## src/rtl/dcdd_pkg.sv

```systemverilog
package dcdd_pkg;

    // Field widths
    localparam int HEAD_W   = 64;
    localparam int TAIL_W   = 16;
    localparam int LEN_W    = 8;
    localparam int YEAR_W   = 14;
    localparam int CFG_IDX_W = 2;
    localparam int DAYS_W   = 22;
    localparam int NIGHTS_W = 23;
    localparam int ORDER_W  = 2;

    // Text format
    localparam int unsigned  DATE_LEN   = 10;
    localparam logic [7:0]   SLASH      = 8'h2F;
    localparam logic [7:0]   ASCII_ZERO = 8'h30;
    localparam logic [7:0]   ASCII_NINE = 8'h39;
    // Character positions that hold a separator rather than a digit
    localparam logic [9:0]   SEP_MASK   = 10'b00_0010_0100;

    // Calendar
    localparam logic [13:0]  YEAR_SHIFT  = 14'd400;
    localparam logic [6:0]   LAST_MONTH  = 7'd12;
    localparam logic [6:0]   FEB         = 7'd2;
    localparam logic [4:0]   FEB_LEAP    = 5'd29;
    localparam logic [4:0]   FEB_COMMON  = 5'd28;
    // floor(x / 25) for x < 2600 as (x * DIV25_MUL) >> 16
    localparam logic [11:0]  DIV25_MUL   = 12'd2622;
    localparam logic [8:0]   DAYS_PER_YEAR = 9'd365;

    // Register reset values
    localparam logic [YEAR_W-1:0] YEAR_MIN_RESET = 14'd1900;
    localparam logic [YEAR_W-1:0] YEAR_MAX_RESET = 14'd2100;

    // Result codes
    localparam logic signed [NIGHTS_W-1:0] NIGHTS_NONE  = '1;
    localparam logic signed [ORDER_W-1:0]  ORDER_BEFORE = 2'sb11;
    localparam logic signed [ORDER_W-1:0]  ORDER_SAME   = 2'sb00;
    localparam logic signed [ORDER_W-1:0]  ORDER_AFTER  = 2'sb01;

    typedef enum logic [CFG_IDX_W-1:0] {
        CFG_YEAR_MIN = 2'd0,
        CFG_YEAR_MAX = 2'd1
    } cfg_index_t;

    // Load enables of the per-date pipeline stages
    typedef struct packed {
        logic s1;
        logic s2;
        logic s3;
    } adv_t;

    // Days in a month; the month is known to be 1 to 12
    function automatic logic [4:0] month_len(input logic [3:0] m, input logic leap);
        logic [4:0] len;
        case (m) inside
            4'd4, 4'd6, 4'd9, 4'd11: len = 5'd30;
            4'd2:                    len = leap ? FEB_LEAP : FEB_COMMON;
            default:                 len = 5'd31;
        endcase
        return len;
    endfunction

    // Days before a month of a year that starts in March (mp 0 is March)
    function automatic logic [8:0] month_offset(input logic [3:0] mp);
        logic [8:0] ofs;
        case (mp)
            4'd0:    ofs = 9'd0;
            4'd1:    ofs = 9'd31;
            4'd2:    ofs = 9'd61;
            4'd3:    ofs = 9'd92;
            4'd4:    ofs = 9'd122;
            4'd5:    ofs = 9'd153;
            4'd6:    ofs = 9'd184;
            4'd7:    ofs = 9'd214;
            4'd8:    ofs = 9'd245;
            4'd9:    ofs = 9'd275;
            4'd10:   ofs = 9'd306;
            4'd11:   ofs = 9'd337;
            default: ofs = 9'd0;
        endcase
        return ofs;
    endfunction

endpackage

```

## src/rtl/dcdd_if.sv

```systemverilog
interface dcdd_in_if;
    logic                          valid;
    logic                          ready;
    logic [dcdd_pkg::HEAD_W-1:0]   first_text_head;
    logic [dcdd_pkg::TAIL_W-1:0]   first_text_tail;
    logic [dcdd_pkg::LEN_W-1:0]    first_text_length;
    logic [dcdd_pkg::HEAD_W-1:0]   second_text_head;
    logic [dcdd_pkg::TAIL_W-1:0]   second_text_tail;
    logic [dcdd_pkg::LEN_W-1:0]    second_text_length;

    modport source (
        output valid, first_text_head, first_text_tail, first_text_length,
               second_text_head, second_text_tail, second_text_length,
        input  ready
    );
    modport sink (
        input  valid, first_text_head, first_text_tail, first_text_length,
               second_text_head, second_text_tail, second_text_length,
        output ready
    );
endinterface

interface dcdd_out_if;
    logic                                 valid;
    logic                                 ready;
    logic signed [dcdd_pkg::NIGHTS_W-1:0] nights;
    logic signed [dcdd_pkg::ORDER_W-1:0]  order;
    logic                                 first_valid;
    logic                                 second_valid;

    modport source (
        output valid, nights, order, first_valid, second_valid,
        input  ready
    );
    modport sink (
        input  valid, nights, order, first_valid, second_valid,
        output ready
    );
endinterface

interface dcdd_cfg_if;
    logic                           valid;
    logic                           ready;
    logic [dcdd_pkg::CFG_IDX_W-1:0] index;
    logic [dcdd_pkg::YEAR_W-1:0]    data;

    modport source (
        output valid, index, data,
        input  ready
    );
    modport sink (
        input  valid, index, data,
        output ready
    );
endinterface

```

## src/rtl/dcdd_date_unit.sv

```systemverilog
module dcdd_date_unit (
    input  logic                         clk,
    input  dcdd_pkg::adv_t               adv,
    input  logic [dcdd_pkg::HEAD_W-1:0]  text_head,
    input  logic [dcdd_pkg::TAIL_W-1:0]  text_tail,
    input  logic [dcdd_pkg::LEN_W-1:0]   text_length,
    input  logic [dcdd_pkg::YEAR_W-1:0]  year_min,
    input  logic [dcdd_pkg::YEAR_W-1:0]  year_max,
    output logic                         date_valid,
    output logic [dcdd_pkg::DAYS_W-1:0]  day_count
);

    logic [7:0] ch  [10];
    logic [3:0] dig [10];
    logic [9:0] is_dig;
    logic [6:0] cd;
    logic [6:0] ab;

    // Stage 1: parsed fields
    logic        s1_fmt_reg,  s1_fmt_next;
    logic        s1_leap_reg, s1_leap_next;
    logic [6:0]  s1_d_reg,    s1_d_next;
    logic [6:0]  s1_m_reg,    s1_m_next;
    logic [13:0] s1_y_reg,    s1_y_next;

    // Stage 2: checked date, shifted year and its century count
    logic        s2_ok_reg,   s2_ok_next;
    logic [13:0] s2_yr_reg,   s2_yr_next;
    logic [6:0]  s2_q100_reg, s2_q100_next;
    logic [8:0]  s2_doy_reg,  s2_doy_next;

    // Stage 3: day number
    logic                         s3_ok_reg,   s3_ok_next;
    logic [dcdd_pkg::DAYS_W-1:0]  s3_days_reg, s3_days_next;

    logic        win_ok, mon_ok, day_ok;
    logic [3:0]  mp;
    logic [4:0]  mlen;
    logic [23:0] q_prod;

    // Split text into characters, character 0 in the top byte
    always_comb
    begin
        for (int i = 0; i < 8; i++)
        begin
            ch[i] = text_head[(7 - i) * 8 +: 8];
        end
        ch[8] = text_tail[15:8];
        ch[9] = text_tail[7:0];
        for (int i = 0; i < 10; i++)
        begin
            is_dig[i] = (ch[i] >= dcdd_pkg::ASCII_ZERO) && (ch[i] <= dcdd_pkg::ASCII_NINE);
            dig[i]    = ch[i][3:0];
        end
    end

    always_comb
    begin
        s1_fmt_next = (text_length == 8'(dcdd_pkg::DATE_LEN))
                   && (ch[2] == dcdd_pkg::SLASH) && (ch[5] == dcdd_pkg::SLASH)
                   && ((is_dig | dcdd_pkg::SEP_MASK) == '1);
        s1_d_next = 7'(dig[0]) * 7'd10 + 7'(dig[1]);
        s1_m_next = 7'(dig[3]) * 7'd10 + 7'(dig[4]);
        s1_y_next = 14'(dig[6]) * 14'd1000 + 14'(dig[7]) * 14'd100
                  + 14'(dig[8]) * 14'd10 + 14'(dig[9]);
        // Leap from the digit pairs: low pair picks div-by-4 and div-by-100
        cd = 7'(dig[8]) * 7'd10 + 7'(dig[9]);
        ab = 7'(dig[6]) * 7'd10 + 7'(dig[7]);
        s1_leap_next = ((cd[1:0] == 2'd0) && (cd != 7'd0))
                    || ((cd == 7'd0) && (ab[1:0] == 2'd0));
    end

    always_comb
    begin
        win_ok = (s1_y_reg >= year_min) && (s1_y_reg <= year_max);
        mon_ok = (s1_m_reg >= 7'd1) && (s1_m_reg <= dcdd_pkg::LAST_MONTH);
        mlen   = dcdd_pkg::month_len(s1_m_reg[3:0], s1_leap_reg);
        day_ok = (s1_d_reg >= 7'd1) && (s1_d_reg <= 7'(mlen));
        s2_ok_next = s1_fmt_reg && win_ok && mon_ok && day_ok;

        // January and February count with the previous year
        s2_yr_next = s1_y_reg + dcdd_pkg::YEAR_SHIFT
                   - 14'((s1_m_reg <= dcdd_pkg::FEB) ? 1 : 0);
        mp = (s1_m_reg > dcdd_pkg::FEB) ? 4'(s1_m_reg - 7'd3) : 4'(s1_m_reg + 7'd9);
        s2_doy_next = dcdd_pkg::month_offset(mp) + 9'(s1_d_reg) - 9'd1;

        // floor(yr / 100) = floor((yr >> 2) / 25)
        q_prod = 24'(s2_yr_next[13:2]) * 24'(dcdd_pkg::DIV25_MUL);
        s2_q100_next = q_prod[22:16];
    end

    always_comb
    begin
        s3_ok_next   = s2_ok_reg;
        s3_days_next = 22'(s2_yr_reg) * 22'(dcdd_pkg::DAYS_PER_YEAR)
                     + 22'(s2_yr_reg[13:2]) - 22'(s2_q100_reg)
                     + 22'(s2_q100_reg[6:2]) + 22'(s2_doy_reg);
    end

    always_ff @(posedge clk)
    begin
        if (adv.s1)
        begin
            s1_fmt_reg  <= s1_fmt_next;
            s1_leap_reg <= s1_leap_next;
            s1_d_reg    <= s1_d_next;
            s1_m_reg    <= s1_m_next;
            s1_y_reg    <= s1_y_next;
        end
        if (adv.s2)
        begin
            s2_ok_reg   <= s2_ok_next;
            s2_yr_reg   <= s2_yr_next;
            s2_q100_reg <= s2_q100_next;
            s2_doy_reg  <= s2_doy_next;
        end
        if (adv.s3)
        begin
            s3_ok_reg   <= s3_ok_next;
            s3_days_reg <= s3_days_next;
        end
    end

    assign date_valid = s3_ok_reg;
    assign day_count  = s3_days_reg;

endmodule

```

## src/rtl/date_check_and_day_difference.sv

```systemverilog
// Pipeline: input register, three date stages and output register, in that order.
// Throughput: one pair of dates per cycle while results are taken; every stage holds
//   one request and moves on as soon as the stage after it is free, so a full
//   pipeline streams without gaps.
// Reset: stage valid flags clear and year_min/year_max return to 1900/2100.
module date_check_and_day_difference (
    input  logic      clk,
    input  logic      rst_n,
    dcdd_in_if.sink   dates,
    dcdd_out_if.source result,
    dcdd_cfg_if.sink  cfg
);

    // ------------------------------------------------------------------
    // Configuration registers: writes are always accepted and registered.
    // Indexes beyond the register list are dropped.
    // ------------------------------------------------------------------
    logic [dcdd_pkg::YEAR_W-1:0] year_min_reg, year_min_next;
    logic [dcdd_pkg::YEAR_W-1:0] year_max_reg, year_max_next;

    assign cfg.ready = 1'b1;

    always_comb
    begin
        year_min_next = year_min_reg;
        year_max_next = year_max_reg;
        if (cfg.valid)
        begin
            unique case (cfg.index)
                dcdd_pkg::CFG_YEAR_MIN: year_min_next = cfg.data;
                dcdd_pkg::CFG_YEAR_MAX: year_max_next = cfg.data;
                default: ;
            endcase
        end
    end

    always_ff @(posedge clk or negedge rst_n)
    begin
        if (!rst_n)
        begin
            year_min_reg <= dcdd_pkg::YEAR_MIN_RESET;
            year_max_reg <= dcdd_pkg::YEAR_MAX_RESET;
        end
        else
        begin
            year_min_reg <= year_min_next;
            year_max_reg <= year_max_next;
        end
    end

    // ------------------------------------------------------------------
    // Pipeline flow control. Each stage may load when it is empty or
    // when the stage after it loads in the same cycle; the output
    // register frees when the consumer takes the result.
    // ------------------------------------------------------------------
    logic in_vld_reg,  in_vld_next;
    logic s1_vld_reg,  s1_vld_next;
    logic s2_vld_reg,  s2_vld_next;
    logic s3_vld_reg,  s3_vld_next;
    logic out_vld_reg, out_vld_next;

    logic rdy_in, rdy_s1, rdy_s2, rdy_s3, rdy_out;
    dcdd_pkg::adv_t adv;

    assign rdy_out = !out_vld_reg || result.ready;
    assign rdy_s3  = !s3_vld_reg  || rdy_out;
    assign rdy_s2  = !s2_vld_reg  || rdy_s3;
    assign rdy_s1  = !s1_vld_reg  || rdy_s2;
    assign rdy_in  = !in_vld_reg  || rdy_s1;

    assign dates.ready = rdy_in;

    assign adv.s1 = rdy_s1;
    assign adv.s2 = rdy_s2;
    assign adv.s3 = rdy_s3;

    always_comb
    begin
        // advance each valid flag only when its stage loads, else hold
        in_vld_next  = rdy_in  ? dates.valid : in_vld_reg;
        s1_vld_next  = rdy_s1  ? in_vld_reg  : s1_vld_reg;
        s2_vld_next  = rdy_s2  ? s1_vld_reg  : s2_vld_reg;
        s3_vld_next  = rdy_s3  ? s2_vld_reg  : s3_vld_reg;
        out_vld_next = rdy_out ? s3_vld_reg  : out_vld_reg;
    end

    always_ff @(posedge clk or negedge rst_n)
    begin
        if (!rst_n)
        begin
            in_vld_reg  <= 1'b0;
            s1_vld_reg  <= 1'b0;
            s2_vld_reg  <= 1'b0;
            s3_vld_reg  <= 1'b0;
            out_vld_reg <= 1'b0;
        end
        else
        begin
            in_vld_reg  <= in_vld_next;
            s1_vld_reg  <= s1_vld_next;
            s2_vld_reg  <= s2_vld_next;
            s3_vld_reg  <= s3_vld_next;
            out_vld_reg <= out_vld_next;
        end
    end

    // ------------------------------------------------------------------
    // Input register: capture the request payload.
    // ------------------------------------------------------------------
    logic [dcdd_pkg::HEAD_W-1:0] first_head_reg,  first_head_next;
    logic [dcdd_pkg::TAIL_W-1:0] first_tail_reg,  first_tail_next;
    logic [dcdd_pkg::LEN_W-1:0]  first_len_reg,   first_len_next;
    logic [dcdd_pkg::HEAD_W-1:0] second_head_reg, second_head_next;
    logic [dcdd_pkg::TAIL_W-1:0] second_tail_reg, second_tail_next;
    logic [dcdd_pkg::LEN_W-1:0]  second_len_reg,  second_len_next;

    always_comb
    begin
        first_head_next  = dates.first_text_head;
        first_tail_next  = dates.first_text_tail;
        first_len_next   = dates.first_text_length;
        second_head_next = dates.second_text_head;
        second_tail_next = dates.second_text_tail;
        second_len_next  = dates.second_text_length;
    end

    always_ff @(posedge clk)
    begin
        if (rdy_in)
        begin
            first_head_reg  <= first_head_next;
            first_tail_reg  <= first_tail_next;
            first_len_reg   <= first_len_next;
            second_head_reg <= second_head_next;
            second_tail_reg <= second_tail_next;
            second_len_reg  <= second_len_next;
        end
    end

    // ------------------------------------------------------------------
    // Date stages: format check and parse, calendar check and year
    // split, then the day number counted from 400 years before year 0.
    // ------------------------------------------------------------------
    logic                        first_ok,  second_ok;
    logic [dcdd_pkg::DAYS_W-1:0] first_days, second_days;

    dcdd_date_unit u_first (
        .clk         (clk),
        .adv         (adv),
        .text_head   (first_head_reg),
        .text_tail   (first_tail_reg),
        .text_length (first_len_reg),
        .year_min    (year_min_reg),
        .year_max    (year_max_reg),
        .date_valid  (first_ok),
        .day_count   (first_days)
    );

    dcdd_date_unit u_second (
        .clk         (clk),
        .adv         (adv),
        .text_head   (second_head_reg),
        .text_tail   (second_tail_reg),
        .text_length (second_len_reg),
        .year_min    (year_min_reg),
        .year_max    (year_max_reg),
        .date_valid  (second_ok),
        .day_count   (second_days)
    );

    // ------------------------------------------------------------------
    // Output register: difference and ordering of the two day numbers.
    // Nights is the plain difference only when the second date is later;
    // any invalid date forces nights to -1 and order to 0.
    // ------------------------------------------------------------------
    logic signed [dcdd_pkg::NIGHTS_W-1:0] nights_reg, nights_next;
    logic signed [dcdd_pkg::ORDER_W-1:0]  order_reg,  order_next;
    logic                                 first_valid_reg,  first_valid_next;
    logic                                 second_valid_reg, second_valid_next;
    logic [dcdd_pkg::DAYS_W-1:0]          day_diff;

    always_comb
    begin
        day_diff          = second_days - first_days;
        nights_next       = dcdd_pkg::NIGHTS_NONE;
        order_next        = dcdd_pkg::ORDER_SAME;
        first_valid_next  = first_ok;
        second_valid_next = second_ok;
        if (first_ok && second_ok)
        begin
            if (second_days > first_days)
            begin
                nights_next = {1'b0, day_diff};
                order_next  = dcdd_pkg::ORDER_BEFORE;
            end
            else if (second_days < first_days)
            begin
                order_next  = dcdd_pkg::ORDER_AFTER;
            end
        end
    end

    always_ff @(posedge clk)
    begin
        if (rdy_out)
        begin
            nights_reg       <= nights_next;
            order_reg        <= order_next;
            first_valid_reg  <= first_valid_next;
            second_valid_reg <= second_valid_next;
        end
    end

    assign result.valid        = out_vld_reg;
    assign result.nights       = nights_reg;
    assign result.order        = order_reg;
    assign result.first_valid  = first_valid_reg;
    assign result.second_valid = second_valid_reg;

endmodule
```

## src/flat_wrapper.sv

```systemverilog
// flat-port wrapper written by rule: the top's interface ports become plain ports
module date_check_and_day_difference_flat 
  (clk, rst_n, dates_valid, dates_first_text_head, dates_first_text_tail, dates_first_text_length, dates_second_text_head, dates_second_text_tail, dates_second_text_length, dates_ready, result_valid, result_nights, result_order, result_first_valid, result_second_valid, result_ready, cfg_valid, cfg_index, cfg_data, cfg_ready);
  dcdd_in_if dates_i ();
  dcdd_out_if result_i ();
  dcdd_cfg_if cfg_i ();
  input  logic clk;
  input  logic rst_n;
  input wire logic [$bits(dates_i.valid)-1:0] dates_valid;
  input wire logic [$bits(dates_i.first_text_head)-1:0] dates_first_text_head;
  input wire logic [$bits(dates_i.first_text_tail)-1:0] dates_first_text_tail;
  input wire logic [$bits(dates_i.first_text_length)-1:0] dates_first_text_length;
  input wire logic [$bits(dates_i.second_text_head)-1:0] dates_second_text_head;
  input wire logic [$bits(dates_i.second_text_tail)-1:0] dates_second_text_tail;
  input wire logic [$bits(dates_i.second_text_length)-1:0] dates_second_text_length;
  output wire logic [$bits(dates_i.ready)-1:0] dates_ready;
  output wire logic [$bits(result_i.valid)-1:0] result_valid;
  output wire logic [$bits(result_i.nights)-1:0] result_nights;
  output wire logic [$bits(result_i.order)-1:0] result_order;
  output wire logic [$bits(result_i.first_valid)-1:0] result_first_valid;
  output wire logic [$bits(result_i.second_valid)-1:0] result_second_valid;
  input wire logic [$bits(result_i.ready)-1:0] result_ready;
  input wire logic [$bits(cfg_i.valid)-1:0] cfg_valid;
  input wire logic [$bits(cfg_i.index)-1:0] cfg_index;
  input wire logic [$bits(cfg_i.data)-1:0] cfg_data;
  output wire logic [$bits(cfg_i.ready)-1:0] cfg_ready;
  assign dates_i.valid = dates_valid;
  assign dates_i.first_text_head = dates_first_text_head;
  assign dates_i.first_text_tail = dates_first_text_tail;
  assign dates_i.first_text_length = dates_first_text_length;
  assign dates_i.second_text_head = dates_second_text_head;
  assign dates_i.second_text_tail = dates_second_text_tail;
  assign dates_i.second_text_length = dates_second_text_length;
  assign dates_ready = dates_i.ready;
  assign result_valid = result_i.valid;
  assign result_nights = result_i.nights;
  assign result_order = result_i.order;
  assign result_first_valid = result_i.first_valid;
  assign result_second_valid = result_i.second_valid;
  assign result_i.ready = result_ready;
  assign cfg_i.valid = cfg_valid;
  assign cfg_i.index = cfg_index;
  assign cfg_i.data = cfg_data;
  assign cfg_ready = cfg_i.ready;
  date_check_and_day_difference u_core (.clk(clk), .rst_n(rst_n), .dates(dates_i), .result(result_i), .cfg(cfg_i));
endmodule
```

## config.mk

```make
export PLATFORM = sky130hd
export DESIGN_NAME = date_check_and_day_difference_flat
export DESIGN_NICKNAME = d
export VERILOG_FILES = /design/src/rtl/dcdd_pkg.sv /design/src/rtl/dcdd_if.sv /design/src/rtl/dcdd_date_unit.sv /design/src/rtl/date_check_and_day_difference.sv /design/src/flat_wrapper.sv
export SDC_FILE = /design/constraint.sdc
export NUM_CORES = 2
export LEC_CHECK = 0
export ABC_CLOCK_PERIOD_IN_PS = 10510
export BUFFER_PORTS_ARGS = -buffer_cell sky130_fd_sc_hd__buf_2
export CORE_ASPECT_RATIO = 1.5
export CORE_MARGIN = 8
export CORE_UTILIZATION = 40
export CTS_BUF_LIST = sky130_fd_sc_hd__clkbuf_4
export DETAILED_ROUTE_END_ITERATION = 16
export PLACE_DENSITY = 0.59
export SYNTH_ARGS = -nofsm -noshare
export SYNTH_HDL_FRONTEND = slang
export SYNTH_SLANG_ARGS = --single-unit
export TNS_END_PERCENT = 5
```

## constraint.sdc

```tcl
create_clock -name clk -period 10.51 [get_ports clk]
set_input_delay 2.102 -clock clk [delete_from_list [all_inputs] [get_ports clk]]
set_output_delay 2.102 -clock clk [all_outputs]
set_load 0.005 [all_outputs]
```

==> results.json <==
{
  "status": "finished clean",
  "rows": 133,
  "nets": 4544,
  "synth.distinct_cells": 70,
  "postRouteWirelength_um": 72320,
  "hold_buffers": 0,
  "synth_edf_count": 371,
  "ys_async_sr_fraction": 0.08168,
  "maxSlewHeadroom": 0.2959,
  "skew_ps": 64.32,
  "rsz0062_at_grt": "no",
  "tightest_slew_ps": 1052,
  "synth_most_common_cell": "inv_1",
  "floorplan.initialDensity": 0.4025,
  "antenna_found_initial": 22,
  "vias_per_cell": 4.717,
  "coreArea_um2": 87530,
  "cts_inserted_buffers": 102,
  "busiest_layer": "met2",
  "postRouteAntennaNets": 0,
  "grt_max_degree": 75,
  "max_freq_mhz": 119.0,
  "worstPathRequired_ps": 11170,
  "period_minus_slack_ps": 8402,
  "fin_util": 0.4483,
  "slew_violations": 0,
  "die_width_um": 258.3,
  "hpwl_um": 60840,
  "ys_seq_area_frac": 0.3400,
  "yosys_register_bits": 404,
  "post_cts_buffers": 0,
  "clock_latency_ps": 960,
  "max_stage_delay_ps": 620,
  "grt_usage": 0.1505,
  "maxCapViolCount": 0,
  "syn_avg_cell_area_um2": 11.40,
  "drc": 0,
  "cp_top_family": "adder cells",
  "num_io_pins": 227,
  "die-area_um2": 98030,
  "avgRoutedWirePerCell_um": 15.53,
  "crit_buf_inv": 8,
  "drtIter0Drc": 643,
  "hold_violations": 0,
  "clkTransAtPathRegs_ps": 100,
  "setup_viol": 0,
  "die_h_um": 379.5,
  "ctsResizeCount": 0,
  "gr-usage-met2": 0.2857,
  "clock_path_buffers": 3,
  "cp.arrival_ps": 9070,
  "cpMaxStageDelayCell": "xor2_1",
  "first_global_vias": 23900,
  "critPathKind": "reg2reg",
  "cp-end-kind": "flop",
  "yosys-top-cells-area": "edfxtp_1 (32%), ha_1 (22%), fa_1 (17%)",
  "cts_tree": "yes",
  "syn_inst": 3092,
  "cts_sinks": 404,
  "io_buffer_count": 225,
  "htreeDepth": 3,
  "dr_total_vias": 21970,
  "path_common_cell": "inv_1",
  "synth_area_um2": 35230,
  "synthTopCellsByCount": "inv_1 (720), ha_1 (633), edfxtp_1 (371)",
  "cp_max_fo": 13,
  "yosys.area.top_type": "edfxtp_1",
  "hp-class": "reg2reg",
  "grt_first_pass_wirelength_um": 118700,
  "finalWeightedCongestion": 0.8969,
  "drive_gt1_frac": 0.1256,
  "synth_ff_type": "edfxtp_1",
  "synth.net_count": 4222,
  "synth_top_area_share": 0.3162,
  "setup_tns_ps": 0,
  "grt_use_met1": 0.1574,
  "dr.pass1.iters": 5,
  "met3_usage": 0.03668,
  "crit_path_start_kind": "flop",
  "cts_root_buf": "clkbuf_4",
  "fillCellCount": 8391,
  "grt_overflow": 0,
  "synthToLayoutAreaGrowth_pct": 11.37,
  "period_share": 0.7994,
  "yosys_warnings": 0
}
## layout by cell type, fill, tap and decap left out, types with 14 or more instances in the layout
cell type and count:
clkbuf_4 139, and3_1 14, o21a_1 27, inv_1 720, mux2_2 19, dfrtp_1 22, nor2b_1 21, a21oi_1 115
xor2_1 32, nor2_1 75, ha_1 633, nor4_1 14, diode_2 16, clkinv_1 27, nand4_1 35, a211oi_1 19
nor3_1 34, fa_1 300, nand2_1 101, edfxtp_1 371, nand2b_1 20, o21ai_0 99, buf_2 225, xnor2_1 138
a21o_1 57, o21bai_1 22, nand3_1 29
## worst reg2reg max path, delay by kind of cell (launching register included)
kind / cells / cell delay [ps]
buffers and inverters: 8 / 600
AND/OR/NAND/NOR: 5 / 800
XOR/XNOR: 2 / 700
adder cells (fa/ha/maj): 9 / 3090
flip-flops: 1 / 570
AO/OA/AOI/OAI: 10 / 2350
## area by class of cell
class                      count  area (um2)  area share
inverter                     720        2703     0.06887
antenna                       16       40.04    0.001020
sequential                   404       11980      0.3053
clock buffer                 139        1044     0.02659
multi-input combinational   1950       20500      0.5224
timing repair buffer         236        1209     0.03080
tap                         1147        1435     0.03657
clock inverter                46       332.8    0.008482
## cells by family after synthesis
family | Yosys count | synth area share
flops | 404 | 0.3400
compound gates | 430 | 0.07894
xor+xnor | 172 | 0.04336
other cells | 1 | 0.0001064
mux | 24 | 0.007493
fa+ha+maj | 933 | 0.3952
simple gates | 390 | 0.05604
buf+inv | 738 | 0.07880
## metrics by stage
step / worst slack [ps] / instance area (um2) / cells / hold WS, ps
2_1_floorplan: 934.4 / 35230 / 3092 / 400.3
3_3_place_gp: 2150 / 37820 / 4457 / 401.8
3_5_place_dp: 2124 / 37820 / 4457 / 406.2
4_1_cts: 2009 / 39200 / 4642 / 402.2
5_1_grt: 1282 / 39210 / 4647 / 429.3
6_report: 2108 / 39240 / 4658 / 405.0
## worst paths after layout
check                                           start                            end  slack [ps]  cells past startpoint
hold / removal             u_core.second_head_reg[48]    u_core.u_second.s1_d_reg[0]         410                      0
hold reg to reg            u_core.second_head_reg[48]    u_core.u_second.s1_d_reg[0]         410                      0
max in group asynchronous                       rst_n              u_core.in_vld_reg        8750                      1
setup / recovery           u_core.u_first.s1_m_reg[0]  u_core.u_first.s2_q100_reg[5]        2110                     34
min in group asynchronous                       rst_n         u_core.year_max_reg[8]        1250                      1
setup reg to reg           u_core.u_first.s1_m_reg[0]  u_core.u_first.s2_q100_reg[5]        2110                     34
## per-layer routing
metal,share of wire,vias to the layer above
met5,0.0015,-
met4,0.032,16
met3,0.053,139
met2,0.53,364
met1,0.38,10350
li1,-,11100
Power is not shown: default switching activity piles up to over one toggle a cycle in this logic, so the estimate is an artifact.
